[src/design/ata_drive_timing_word_top_macros.svh]
// assertion helpers shared by the timing word block
`ifndef ATA_DRIVE_TIMING_WORD_TOP_MACROS_SVH
`define ATA_DRIVE_TIMING_WORD_TOP_MACROS_SVH

// same-cycle implication, quiet while reset is held
`define ATADT_ASSERT_NOW(label, clk, rst, ante, cons) \
  label: assert property (@(posedge clk) disable iff (rst) (ante) |-> (cons)) \
    else $error("timing word check failed");

// next-cycle implication, quiet while reset is held
`define ATADT_ASSERT_NEXT(label, clk, rst, ante, cons) \
  label: assert property (@(posedge clk) disable iff (rst) (ante) |=> (cons)) \
    else $error("timing word check failed");

`endif

[src/design/atadt_pkg.sv]
package atadt_pkg;

  localparam int unsigned WORD_W = 29;

  localparam logic [WORD_W-1:0] UDMA_ENABLE_BIT = WORD_W'(32'h0010_0000);

  typedef struct packed {
    logic       present;
    logic [2:0] pio_sel;
    logic       dma_on;
    logic [1:0] dma_sel;
    logic       udma_on;
    logic [2:0] udma_sel;
  } drive_mode_t;

  typedef struct packed {
    logic       drive0_present;
    logic [2:0] drive0_pio_mode;
    logic       drive0_dma_on;
    logic [1:0] drive0_dma_mode;
    logic       drive0_udma_on;
    logic [2:0] drive0_udma_mode;
    logic       drive1_present;
    logic [2:0] drive1_pio_mode;
    logic       drive1_dma_on;
    logic [1:0] drive1_dma_mode;
    logic       drive1_udma_on;
    logic [2:0] drive1_udma_mode;
  } in_item_t;

  typedef struct packed {
    logic [WORD_W-1:0] drive0_timing;
    logic [WORD_W-1:0] drive1_timing;
    logic              write_now;
    logic              initial_drive;
    logic              switch_per_select;
  } out_item_t;

  // pio part: rec at bit 5, act at bit 0; counts already tick-rounded
  function automatic logic [WORD_W-1:0] pio_word(input logic [2:0] mode, input logic newer);
    logic [4:0] act;
    logic [4:0] rec;
    act = '0;
    rec = '0;
    if (newer) begin
      case (mode)
        3'd0: begin act = 5'd12; rec = 5'd28; end
        3'd1: begin act = 5'd10; rec = 5'd16; end
        3'd2: begin act = 5'd7;  rec = 5'd9;  end
        3'd3: begin act = 5'd6;  rec = 5'd6;  end
        default: begin act = 5'd5; rec = 5'd3; end
      endcase
    end else begin
      // 30 ns ticks, recovery less the pio offset, floor of one
      case (mode)
        3'd0: begin act = 5'd6; rec = 5'd10; end
        3'd1: begin act = 5'd5; rec = 5'd4;  end
        3'd2: begin act = 5'd4; rec = 5'd1;  end
        3'd3: begin act = 5'd3; rec = 5'd1;  end
        default: begin act = 5'd3; rec = 5'd1; end
      endcase
    end
    return (WORD_W'(rec) << 5) | WORD_W'(act);
  endfunction

  function automatic logic [WORD_W-1:0] dma_word(input logic [1:0] mode, input logic newer);
    logic [4:0] act;
    logic [4:0] rec;
    logic [WORD_W-1:0] w;
    act = '0;
    rec = '0;
    if (newer) begin
      case (mode)
        2'd0: begin act = 5'd16; rec = 5'd16; end
        2'd1: begin act = 5'd6;  rec = 5'd5;  end
        default: begin act = 5'd5; rec = 5'd3; end
      endcase
      w = (WORD_W'(act) << 10) | (WORD_W'(rec) << 15);
    end else begin
      case (mode)
        2'd0: begin act = 5'd8; rec = 5'd7; end
        2'd1: begin act = 5'd3; rec = 5'd2; end
        default: begin act = 5'd3; rec = 5'd1; end
      endcase
      w = (WORD_W'(rec) << 16) | (WORD_W'(act) << 11);
    end
    return w;
  endfunction

  // ultra dma exists on the newer controller only
  function automatic logic [WORD_W-1:0] udma_word(input logic [2:0] mode);
    logic [3:0] cyc;
    logic [3:0] act;
    case (mode)
      3'd0: begin cyc = 4'd8; act = 4'd12; end
      3'd1: begin cyc = 4'd6; act = 4'd10; end
      3'd2: begin cyc = 4'd4; act = 4'd8;  end
      3'd3: begin cyc = 4'd3; act = 4'd6;  end
      default: begin cyc = 4'd2; act = 4'd6; end
    endcase
    return (WORD_W'(cyc) << 21) | (WORD_W'(act) << 25) | UDMA_ENABLE_BIT;
  endfunction

endpackage

[src/design/atadt_word.sv]
module atadt_word (
  input  atadt_pkg::drive_mode_t         mode,
  input  logic                           newer,
  output logic [atadt_pkg::WORD_W-1:0]   word
);

  logic [atadt_pkg::WORD_W-1:0] pio_part;
  logic [atadt_pkg::WORD_W-1:0] dma_part;
  logic [atadt_pkg::WORD_W-1:0] udma_part;

  always_comb begin
    pio_part  = mode.present ? atadt_pkg::pio_word(mode.pio_sel, newer) : '0;
    dma_part  = mode.dma_on ? atadt_pkg::dma_word(mode.dma_sel, newer) : '0;
    udma_part = (newer && mode.udma_on) ? atadt_pkg::udma_word(mode.udma_sel) : '0;
    // parts that overlap are simply ored
    word      = pio_part | dma_part | udma_part;
  end

endmodule

[src/design/ata_drive_timing_word_top.sv]
// a request accepted into the input register passes through lookup and packing into the result register
// throughput: one request per cycle while out_stall is low; lookup and packing sit between two registers
// an input register and a result register let a new request in while a result waits
// reset (synchronous, rst high) empties both stages and sets controller_kind to classic
`include "ata_drive_timing_word_top_macros.svh"

module ata_drive_timing_word_top (
  input  logic                 clk,
  input  logic                 rst,
  input  logic                 cfg_wr_en,
  input  logic                 cfg_wr_data,
  input  logic                 in_valid,
  output logic                 in_stall,
  input  atadt_pkg::in_item_t  in_data,
  output logic                 out_valid,
  input  logic                 out_stall,
  output atadt_pkg::out_item_t out_data
);

  logic                         controller_kind;
  logic                         req_valid;
  atadt_pkg::in_item_t          req;
  logic                         adv_out;
  logic                         adv_req;
  atadt_pkg::drive_mode_t       mode0;
  atadt_pkg::drive_mode_t       mode1;
  logic [atadt_pkg::WORD_W-1:0] word0;
  logic [atadt_pkg::WORD_W-1:0] word1;
  atadt_pkg::out_item_t         result_next;

  always_ff @(posedge clk) begin
    if (rst) begin
      controller_kind <= 1'b0;
    end else if (cfg_wr_en) begin
      controller_kind <= cfg_wr_data;
    end
  end

  assign adv_out  = !out_valid || !out_stall;
  assign adv_req  = !req_valid || adv_out;
  assign in_stall = !adv_req;

  always_ff @(posedge clk) begin
    if (rst) begin
      req_valid <= 1'b0;
    end else if (adv_req) begin
      req_valid <= in_valid;
    end
  end

  always_ff @(posedge clk) begin
    if (adv_req && in_valid) begin
      req <= in_data;
    end
  end

  assign mode0 = '{present:  req.drive0_present,
                   pio_sel:  req.drive0_pio_mode,
                   dma_on:   req.drive0_dma_on,
                   dma_sel:  req.drive0_dma_mode,
                   udma_on:  req.drive0_udma_on,
                   udma_sel: req.drive0_udma_mode};
  assign mode1 = '{present:  req.drive1_present,
                   pio_sel:  req.drive1_pio_mode,
                   dma_on:   req.drive1_dma_on,
                   dma_sel:  req.drive1_dma_mode,
                   udma_on:  req.drive1_udma_on,
                   udma_sel: req.drive1_udma_mode};

  atadt_word u_word0 (
    .mode  (mode0),
    .newer (controller_kind),
    .word  (word0)
  );

  atadt_word u_word1 (
    .mode  (mode1),
    .newer (controller_kind),
    .word  (word1)
  );

  always_comb begin
    result_next.drive0_timing     = word0;
    result_next.drive1_timing     = word1;
    result_next.write_now         = (|word0) || (|word1);
    result_next.initial_drive     = !(|word0) && (|word1);
    result_next.switch_per_select = (|word0) && (|word1) && (word0 != word1);
  end

  always_ff @(posedge clk) begin
    if (rst) begin
      out_valid <= 1'b0;
    end else if (adv_out) begin
      out_valid <= req_valid;
    end
  end

  always_ff @(posedge clk) begin
    if (adv_out && req_valid) begin
      out_data <= result_next;
    end
  end

  `ATADT_ASSERT_NOW(a_stall_when_full, clk, rst, req_valid && out_valid && out_stall, in_stall)
  `ATADT_ASSERT_NEXT(a_req_moves_on, clk, rst, req_valid && !out_stall, out_valid)
  `ATADT_ASSERT_NOW(a_write_now_match, clk, rst, out_valid, out_data.write_now == ((|out_data.drive0_timing) || (|out_data.drive1_timing)))
  `ATADT_ASSERT_NOW(a_switch_implies_first, clk, rst, out_valid && out_data.switch_per_select, out_data.write_now && !out_data.initial_drive)

endmodule

[config.mk]
export PLATFORM = sky130hd
export DESIGN_NAME = ata_drive_timing_word_top
export DESIGN_NICKNAME = d
export VERILOG_FILES = /design/src/design/atadt_pkg.sv /design/src/design/atadt_word.sv /design/src/design/ata_drive_timing_word_top.sv
export VERILOG_INCLUDE_DIRS = /design/src /design/src/design
export SDC_FILE = /design/constraint.sdc
export NUM_CORES = 1
export LEC_CHECK = 0
export BUFFER_PORTS_ARGS = -buffer_cell sky130_fd_sc_hd__buf_4
export CAP_MARGIN = 20
export CORE_MARGIN = 2
export CORE_UTILIZATION = 30
export DETAILED_ROUTE_END_ITERATION = 8
export GPL_TIMING_DRIVEN = 0
export PLACE_DENSITY_LB_ADDON = 0.12
export SETUP_SLACK_MARGIN = 0.5
export SYNTH_ARGS = -nofsm -noshare
export SYNTH_HDL_FRONTEND = slang
export SYNTH_SLANG_ARGS = --single-unit
[constraint.sdc]
create_clock -name clk -period 7.9 [get_ports clk]
set_clock_uncertainty 0.15 [all_clocks]
set_input_delay 1.58 -clock clk [delete_from_list [all_inputs] [get_ports clk]]
set_output_delay 1.58 -clock clk [all_outputs]
set_load 0.005 [all_outputs]
==> summary.txt, run 1 <==
Most frequent CP cell -> buf_4
Psw -> 0.208 mW
DIE AREA -> 12100 µm²
LEAKAGE -> 1.75 nW
Internal power -> 0.701 mW
Yosys warnings -> 0
Number of DRC markers in iteration 0 -> 99
Antenna Cells -> 0
Worst VDD drop -> 0.0751 mV
Largest net degree at the start of global routing -> 31
Dpl ws -> 4120 ps
Synth unique cells -> 53
Drt via density -> 4.39
Initial Utilization -> 31.0%
Max Cap Viol -> 0
Slowest cell delay on critical path -> 210 ps
Slew Viols, Final -> 0
PwrDens -> 204 nW/µm²
Sequential-to-total area share from yosys stat -> 67.6%
Final count of hold timing violations -> 0
RSZ-0062 raised after global routing -> no
Final ANT Viol Nets -> 0
Hold Crit Class -> flip-flop to flip-flop
Routed WL -> 7.15 mm
Final HPWL DP -> 5.17 mm
Overall Power -> 0.909 mW
Port bufs -> 84
Synthesized flop and latch total -> 77
Crit Path Max Fanout -> 3
Avg Cell Area, Syn -> 13.7 µm²
Vias in the first global route -> 2070
Layout Cells excl Fill -> 494
CTS tree -> built
Synth area leader -> edfxtp_1
DRC Markers -> 0
Pre-antenna DRT Iters -> 4
Final min period -> 3780 ps
Initial antenna violation count -> 0
Area occupied by multi-input gates -> 928 µm²
Synth-to-Final Area Change -> 32.2%
Filler cells -> 1038
Die X -> 110 µm
Fin area -> 4460 µm²
Syn Std Cell Area -> 3380 µm²
Crit. End Element -> output pin
Max Root-Sink Buffers -> 2
Post-cts sizing count -> 0
H-tree levels -> 3
Post-synthesis cell count -> 247
Share of cells above drive strength 1 -> 40.1%
CP arrival -> 2050 ps
Tot GR Track Use -> 12.1%
Die Ht -> 110 µm
Worst path slowest cell -> and3_1
Top delay family on crit path -> buffers and inverters
Clock power share -> 35.5%
Total area of sequential cells -> 2280 µm²
Combinational Power Share -> 11.1%
CP Cell Sequence -> buf_4 -> and3_1 -> buf_4
Top-area cell type share of the netlist area -> 65.8%
Switching fraction of total power -> 22.9%
Area post-placement -> 4250 µm²
Vias -> 2167
Row cnt -> 38
Critical path class -> primary input to output pin
NumNets Final -> 377
Most frequent cells in the layout -> 94 x buf_4, 74 x edfxtp_1, 27 x nor2_1
Post-Place Cells -> 478
First-pass GRT wire length -> 10.7 mm
Cts-stage hold buffer count -> 0
Worst EP required -> 6170 ps
Post-CTS Setup Bufs -> 0
WL/cell -> 14.5 µm
Setup slack, reg-to-reg -> 5840 ps
Root Driver -> clkbuf_8
CTS buffer count -> 9
Top post-synthesis cells by area -> edfxtp_1 66%, nor2_1 3.0%, buf_4 2.2%
Worst Setup Slack, final -> 4120 ps
Most common cell after layout, fill and taps aside -> buf_4
# IOs -> 91
Global route total overflow -> 0
Fmax -> 264 MHz
Clock Latency Late Sink -> 350 ps
Status -> finished clean
Final setup fails -> 0
Placeable Area -> 10900 µm²
Slew @ Worst Pin -> 886 ps
Clk pin slew, worst setup/hold paths -> 80 ps
Slew Limit Headroom -> 40.8%
CTS Sinks -> 77
Final Wtd Congestion -> 0.788
Startpoint Class -> primary input
Buf/Inv on CP -> 2
Power share of the sequential group -> 53.4%
Tcrit/Tclk final -> 47.9%
==> flip-flops by register name (all words and copies together), names as in the netlist <==
register / count
mode1: 11
req_valid: 1
out_data: 52
out_valid: 1
controller_kind: 1
mode0: 11
==> power by group through the flow <==
stage	registers, mW	clock network [mW]	logic (mW)
after floorplan	0.495	0	0.0521
after global placement	0.499	0	0.0978
after detailed placement	0.496	0	0.102
after CTS	0.486	0.333	0.102
after global routing	0.489	0.348	0.111
final	0.486	0.323	0.101
==> worst paths after layout <==
path / startpoint / to / cells past startpoint
min: req_valid / out_valid / 2
max reg2reg: mode1[5] / out_data[0] / 7
min reg2reg: req_valid / out_valid / 2
max: out_stall / in_stall / 3
==> through the flow <==
| step | utilization [%] | TNS, ps | hold WS [ps] |
|---|---|---|---|
| floorplan | - | 0 | 294 |
| global placement | 38.6 | -4640 | 313 |
| detailed placement | 39.0 | 0 | 348 |
| CTS | 41.0 | 0 | 368 |
| global route | 41.0 | 0 | 450 |
| finish | 41.0 | 0 | 367 |
==> cell families (layout without fill, tap and decap cells) <==
logic type,Yosys count,after routing,synth area share (%)
AND/OR/NAND/NOR,88,88,14.7
buffers and inverters,29,131,5.89
multiplexers,3,3,0.889
other,1,6,0.111
XOR/XNOR,11,11,2.85
AO/OA/AOI/OAI,38,38,8.00
flip-flops,77,77,67.6
==> cells in the mapped netlist, drive strengths merged <==
library cell  instances
o22ai                 1
nand3                 3
and3                  6
nand2b                3
nor3                 16
a21boi                1
or4                   1
a211oi                3
o311a                 3
nand4                 1
a21oi                 9
clkbuf                4
nand3b                2
o21ai                 8
nand2                 8
nor4b                 1
nor2                 31
o221a                 1
and2                  3
a21o                  1
nor4                  3
o21a                  7
a311oi                1
a22oi                 1
xnor2                 7
nor2b                 8
a31oi                 2
xor2                  4
dfxtp                 3
inv                   8
conb                  1
buf                  17
edfxtp               74
or2                   2
mux2i                 3
==> final cells by class <==
type / count / area share, %
plain buffers: 21 / 3.78
clock buffers: 9 / 2.77
clock inverters: 7 / 2.02
inverters: 8 / 0.673
multi-input cells: 146 / 20.8
flip-flops and latches: 77 / 51.1
well taps: 140 / 3.92
repair buffers: 86 / 14.9
==> per-layer routing <==
metal | share of wire [%] | global-route usage (%)
met5 | 0 | 0
met4 | 1.7 | 5.71
met3 | 6.5 | 2.82
met2 | 45 | 18.2
met1 | 47 | 16.5
==> tightest hold or removal path, cell delays in order, from the launching register on <==
cell and delay (ps):
dfxtp_1 360, a21oi_1 50, nor2_1 70
(Power assumes the default switching activity.)
==> run 2, diff against run 1 <==
- clock period: 7.9 -> 3.4 ns (I/O delays scaled with it)
==> summary.txt, run 2 (synthesis results as in run 1) <==
Status -> finished clean (unchanged)
Reg2reg start -> mode1[2] (was mode1[5])
Most common cell after layout, fill and taps aside -> buf_4 (unchanged)
NumNets Final -> 378 (was 377)
Root Driver -> clkbuf_8 (unchanged)
Slew Limit Headroom -> 47.2% (was 40.8%)
Setup slack, reg-to-reg -> 1330 ps (was 5840 ps)
Clock Latency Late Sink -> 350 ps (about the same)
H-tree levels -> 3 (unchanged)
Final min period -> 2070 ps
Synth-to-Final Area Change -> 31.9% (was 32.2%)
Vias -> 2157 (was 2167)
Global route total overflow -> 0 (unchanged)
DIE AREA -> 12100 µm² (unchanged)
Overall Power -> 2.04 mW (was 0.909 mW)
Final ANT Viol Nets -> 0 (unchanged)
Max Cap Viol -> 0 (unchanged)
CP arrival -> 2010 ps (was 2050 ps)
Filler cells -> 1044 (was 1038)
Cts-stage hold buffer count -> 0 (unchanged)
DRC Markers -> 0 (unchanged)
Slew @ Worst Pin -> 788 ps (was 886 ps)
Fmax -> 484 MHz
Worst EP required -> 3350 ps (was 6170 ps)
Hold path depth -> 2 (unchanged)
Post-CTS Setup Bufs -> 0 (unchanged)
Hold Crit Class -> primary input to flip-flop (was flip-flop to flip-flop)
LEAKAGE -> 1.74 nW (was 1.75 nW)
Share of cells above drive strength 1 -> 40.3% (was 40.1%)
Crit. End Element -> flip-flop (was output pin)
Dpl ws -> 1030 ps (was 4120 ps)
Metal3 WL -> 476 µm (was 465 µm)
Antenna Cells -> 0 (unchanged)
Crit Path Max Fanout -> 5 (was 3)
CTS buffer count -> 9 (unchanged)
Tcrit/Tclk final -> 60.8%
FF-to-FF End -> out_data[0] (unchanged)
Most flops, register -> out_data (unchanged)
Port bufs -> 84 (unchanged)
Final count of hold timing violations -> 0 (unchanged)
Startpoint Class -> flip-flop (was primary input)
RSZ-0062 raised after global routing -> no (unchanged)
Critical path class -> flip-flop to flip-flop (was primary input to output pin)
Drt via density -> 4.36 (was 4.39)
R2R depth -> 6 (was 7)
Final TNS setup -> 0 ps (unchanged)
Tot GR Track Use -> 12.3% (was 12.1%)
Hold path endpoint -> req_valid (was out_valid)
Hold_ws -> 349 ps (was 367 ps)
Worst VDD drop -> 0.212 mV (was 0.0751 mV)
Post-layout util -> 40.9% (was 41.0%)
Most frequent cells in the layout -> 94 x buf_4, 74 x edfxtp_1, 27 x nor2_1 (unchanged)
Initial Utilization -> 31.0% (unchanged)
Vias in the first global route -> 2086 (was 2070)
Largest net degree at the start of global routing -> 28 (was 31)
Final HPWL DP -> 5.19 mm (was 5.17 mm)
Final setup fails -> 0 (unchanged)
PwrDens -> 457 nW/µm² (was 204 nW/µm²)
Max Root-Sink Buffers -> 2 (unchanged)
WL/cell -> 14.4 µm (was 14.5 µm)
Die X -> 110 µm (unchanged)
Routed wl met2 -> 3.34 mm (was 3.24 mm)
Pre-antenna DRT Iters -> 4 (unchanged)
CTS tree -> built (unchanged)
Worst Setup Slack, final -> 1330 ps (was 4120 ps)
Slew Viols, Final -> 0 (unchanged)
Die Ht -> 110 µm (unchanged)
Post-cts sizing count -> 0 (unchanged)
Number of DRC markers in iteration 0 -> 123 (was 99)
Clk pin slew, worst setup/hold paths -> 80 ps (about the same)
Final Wtd Congestion -> 0.771 (was 0.788)
Initial antenna violation count -> 0 (unchanged)
HP Start -> rst (was req_valid)
Row cnt -> 38 (unchanged)
DR top layer -> met4 (unchanged)
Routed WL -> 7.15 mm (unchanged)
Max FFs per register -> 52 (unchanged)
First-pass GRT wire length -> 10.8 mm (was 10.7 mm)
Placeable Area -> 10900 µm² (unchanged)
WL met1 -> 3.24 mm (was 3.33 mm)
CTS Sinks -> 77 (unchanged)
# IOs -> 91 (unchanged)
[run 2: cell types whose count changed in the layout (fill, tap and decap cells not counted), sizes merged]
cell and delta:
clkinvlp +2, bufinv -1, clkinv -1, buf +1
[run 2: area by class of cell]
cell class              count  area (µm²)  share of cell area [%]
well taps                 140         175                    3.93
clock buffers               9         124                    2.78
multi-input cells         146         928                    20.8
plain buffers              21         169                    3.79
repair buffers             87         681                    15.3
clock inverters             7        66.3                    1.49
flip-flops and latches     77        2280                    51.2
inverters                   8        30.0                   0.674
[run 2: worst max-delay path by stage]
stage / startpoint / to / depth (start not counted)
6_report: mode1[2] / out_data[0] / 6
5_1_grt: mode1[5] / out_data[0] / 7
4_1_cts: mode1[2] / out_data[0] / 6
3_3_place_gp: out_stall / out_data[43] / 2
2_1_floorplan: out_stall / out_data[0] / 1
3_5_place_dp: out_stall / mode0[4] / 4
[run 2: metal layers]
metal,GRT usage (%),vias up
li1,-,1093
met1,16.0,991
met2,19.1,65
met3,4.53,8
met4,4.38,0
met5,0,-
[run 2: where the power goes]
part	total (mW)	internal (mW)	switching, mW	leakage (nW)
combinational	0.236	0.124	0.112	0.931
clock	0.670	0.334	0.337	0.0887
sequential	1.13	1.10	0.0321	0.716
total	2.04	1.55	0.481	1.74
[run 2: metrics by stage]
step,cells,instance area [µm²]
finish,495,4460
global route,495,4460
CTS,495,4460
detailed placement,479,4270
global placement,476,4210
floorplan,252,3400
[run 2: worst max-delay path: stages (launching register included)]
cell	delay [ps]
edfxtp_1	450
nand3b_2	280
a21oi_1	260
xnor2_1	210
o21ai_2	100
nor4b_2	260
a311oi_1	110
==> run 3, diff against run 2 <==
- clock period: 3.4 -> 2.1 ns (I/O delays scaled with it)
==> summary.txt, run 3 (synthesis results as in run 1) <==
Post-Place Cells -> 477 (was 479)
WL/cell -> 14.9 µm (was 14.4 µm)
Final count of hold timing violations -> 0 (unchanged)
Final ANT Viol Nets -> 0 (unchanged)
Share of cells above drive strength 1 -> 47.3% (was 40.3%)
Synth-to-Final Area Change -> 41.0% (was 31.9%)
Most frequent cells in the layout -> 105 x buf_4, 74 x edfxtp_1, 25 x nor2_1 (was 94 x buf_4, 74 x edfxtp_1, 27 x nor2_1)
Max Root-Sink Buffers -> 2 (unchanged)
Power share of the sequential group -> 52.1% (was 55.5%)
Clock Latency Late Sink -> 350 ps (about the same)
Initial antenna violation count -> 0 (unchanged)
Final Wtd Congestion -> 0.783 (was 0.771)
Worst path slowest cell -> edfxtp_1 (unchanged)
Initial Utilization -> 31.0% (unchanged)
Largest net degree at the start of global routing -> 31 (was 28)
Row cnt -> 38 (unchanged)
# IOs -> 91 (unchanged)
Most flops, register -> out_data (unchanged)
First-pass GRT wire length -> 11.7 mm (was 10.8 mm)
Internal power -> 2.69 mW (was 1.55 mW)
Reg2reg start -> mode1[0] (was mode1[2])
Tot GR Track Use -> 13.3% (was 12.3%)
Layout Cells excl Fill -> 514 (was 495)
Vias in the first global route -> 2222 (was 2086)
Final HPWL DP -> 5.02 mm (was 5.19 mm)
Routed WL -> 7.65 mm (was 7.15 mm)
Most common cell after layout, fill and taps aside -> buf_4 (unchanged)
Tcrit/Tclk final -> 91.7% (was 60.8%)
Crit. End Element -> flip-flop (unchanged)
Overall Power -> 3.51 mW (was 2.04 mW)
RSZ-0062 raised after global routing -> yes (was no)
Fmax -> 519 MHz (was 484 MHz)
PwrDens -> 738 nW/µm² (was 457 nW/µm²)
Root Driver -> clkbuf_8 (unchanged)
Vias -> 2287 (was 2157)
Final TNS setup -> 0 ps (unchanged)
H-tree levels -> 3 (unchanged)
CTS tree -> built (unchanged)
Startpoint Class -> flip-flop (unchanged)
LEAKAGE -> 1.91 nW (was 1.74 nW)
Switching fraction of total power -> 23.5% (was 23.6%)
Filler cells -> 1017 (was 1044)
CP arrival -> 1860 ps (was 2010 ps)
Hold Crit Class -> primary input to flip-flop (unchanged)
HP Start -> rst (unchanged)
Top delay family on crit path -> simple AND/OR/NAND/NOR gates (unchanged)
Die X -> 110 µm (unchanged)
CP Cell Sequence -> or4_1 -> a21oi_1 -> nor3_1 -> nor3_2 -> a311oi_1 (was nand3b_2 -> a21oi_1 -> xnor2_1 -> o21ai_2 -> nor4b_2 -> a311oi_1)
Global route total overflow -> 0 (unchanged)
Worst Setup Slack, final -> 174 ps (was 1330 ps)
Worst VDD drop -> 0.347 mV (was 0.212 mV)
Status -> finished clean (unchanged)
Drt via density -> 4.45 (was 4.36)
Buf/Inv on CP -> 0 (unchanged)
DRC Markers -> 0 (unchanged)
CP startpoint -> mode1[0] (was mode1[2])
Dpl ws -> 81.6 ps (was 1030 ps)
Antenna Cells -> 0 (unchanged)
Clk pin slew, worst setup/hold paths -> 90 ps (was 80 ps)
Placeable Area -> 10900 µm² (unchanged)
Psw -> 0.824 mW (was 0.481 mW)
Max Cap Viol -> 0 (unchanged)
CTS Sinks -> 77 (unchanged)
Die Ht -> 110 µm (unchanged)
Final min period -> 1930 ps (was 2070 ps)
DIE AREA -> 12100 µm² (unchanged)
Worst EP required -> 2040 ps (was 3350 ps)
Slew Viols, Final -> 0 (unchanged)
Critical path class -> flip-flop to flip-flop (unchanged)
Clock power share -> 35.5% (was 32.9%)
Hold_ws -> 86.0 ps (was 349 ps)
Crit Path Max Fanout -> 7 (was 5)
Final setup fails -> 0 (unchanged)
Slowest cell delay on critical path -> 540 ps (was 450 ps)
Number of DRC markers in iteration 0 -> 113 (was 123)
Max FFs per register -> 52 (unchanged)
Pre-antenna DRT Iters -> 5 (was 4)
NumNets Final -> 397 (was 378)
Combinational Power Share -> 12.4% (was 11.6%)
Port bufs -> 84 (unchanged)
Setup slack, reg-to-reg -> 170 ps (was 1330 ps)
CTS buffer count -> 9 (unchanged)
[run 3: layer usage]
metal  global-route usage (%)  wire length (µm)
met1                     18.3              3510
met2                     20.2              3530
met3                     3.29               516
met4                     5.09                99
met5                        0                 0
[run 3: timing repair]
| item | CTS | global route |
|---|---|---|
| gates resized for setup | 19 | 12 |
| pin swaps | 4 | 3 |
| buffers inserted | 10 | 8 |
| setup endpoints to repair | 99 | 19 |
| gates cloned | 3 | 0 |
| hold buffers | 0 | 0 |
[run 3: final cells by class]
class                   count  area (µm²)  area share [%]
inverters                   8        30.0           0.631
plain buffers              21         198            4.15
multi-input cells         148        1040            21.9
clock buffers               9         124            2.60
well taps                 140         175            3.68
clock inverters             7        96.3            2.02
flip-flops and latches     77        2290            48.1
repair buffers            104         806            16.9
[run 3: power by group through the flow]
stage / Clock [mW] / Combinational (mW) / Sequential, mW
5_1_grt: 1.34 / 0.482 / 1.84
2_1_floorplan: 0 / 0.203 / 1.86
4_1_cts: 1.28 / 0.421 / 1.83
3_5_place_dp: 0 / 0.384 / 1.87
6_report: 1.25 / 0.436 / 1.83
3_3_place_gp: 0 / 0.376 / 1.87
[run 3: worst reg2reg max path, delay by kind of cell, from the launching register on]
kind               cells  cell delay (ps)
and+or+nand+nor        3              720
AOI/OAI and AO/OA      2              250
DFF                    1              540
[run 3: worst paths after layout]
kind / end / cells after the start
min: req_valid / 2
min reg2reg: out_valid / 3
max reg2reg: out_data[0] / 5
max: out_data[0] / 5
[run 3: stage by stage]
step / util (%) / instance area [µm²]
finish: 43.7 / 4760
global route: 43.7 / 4760
CTS: 42.7 / 4650
detailed placement: 39.1 / 4260
global placement: 39.0 / 4240
floorplan: - / 3440
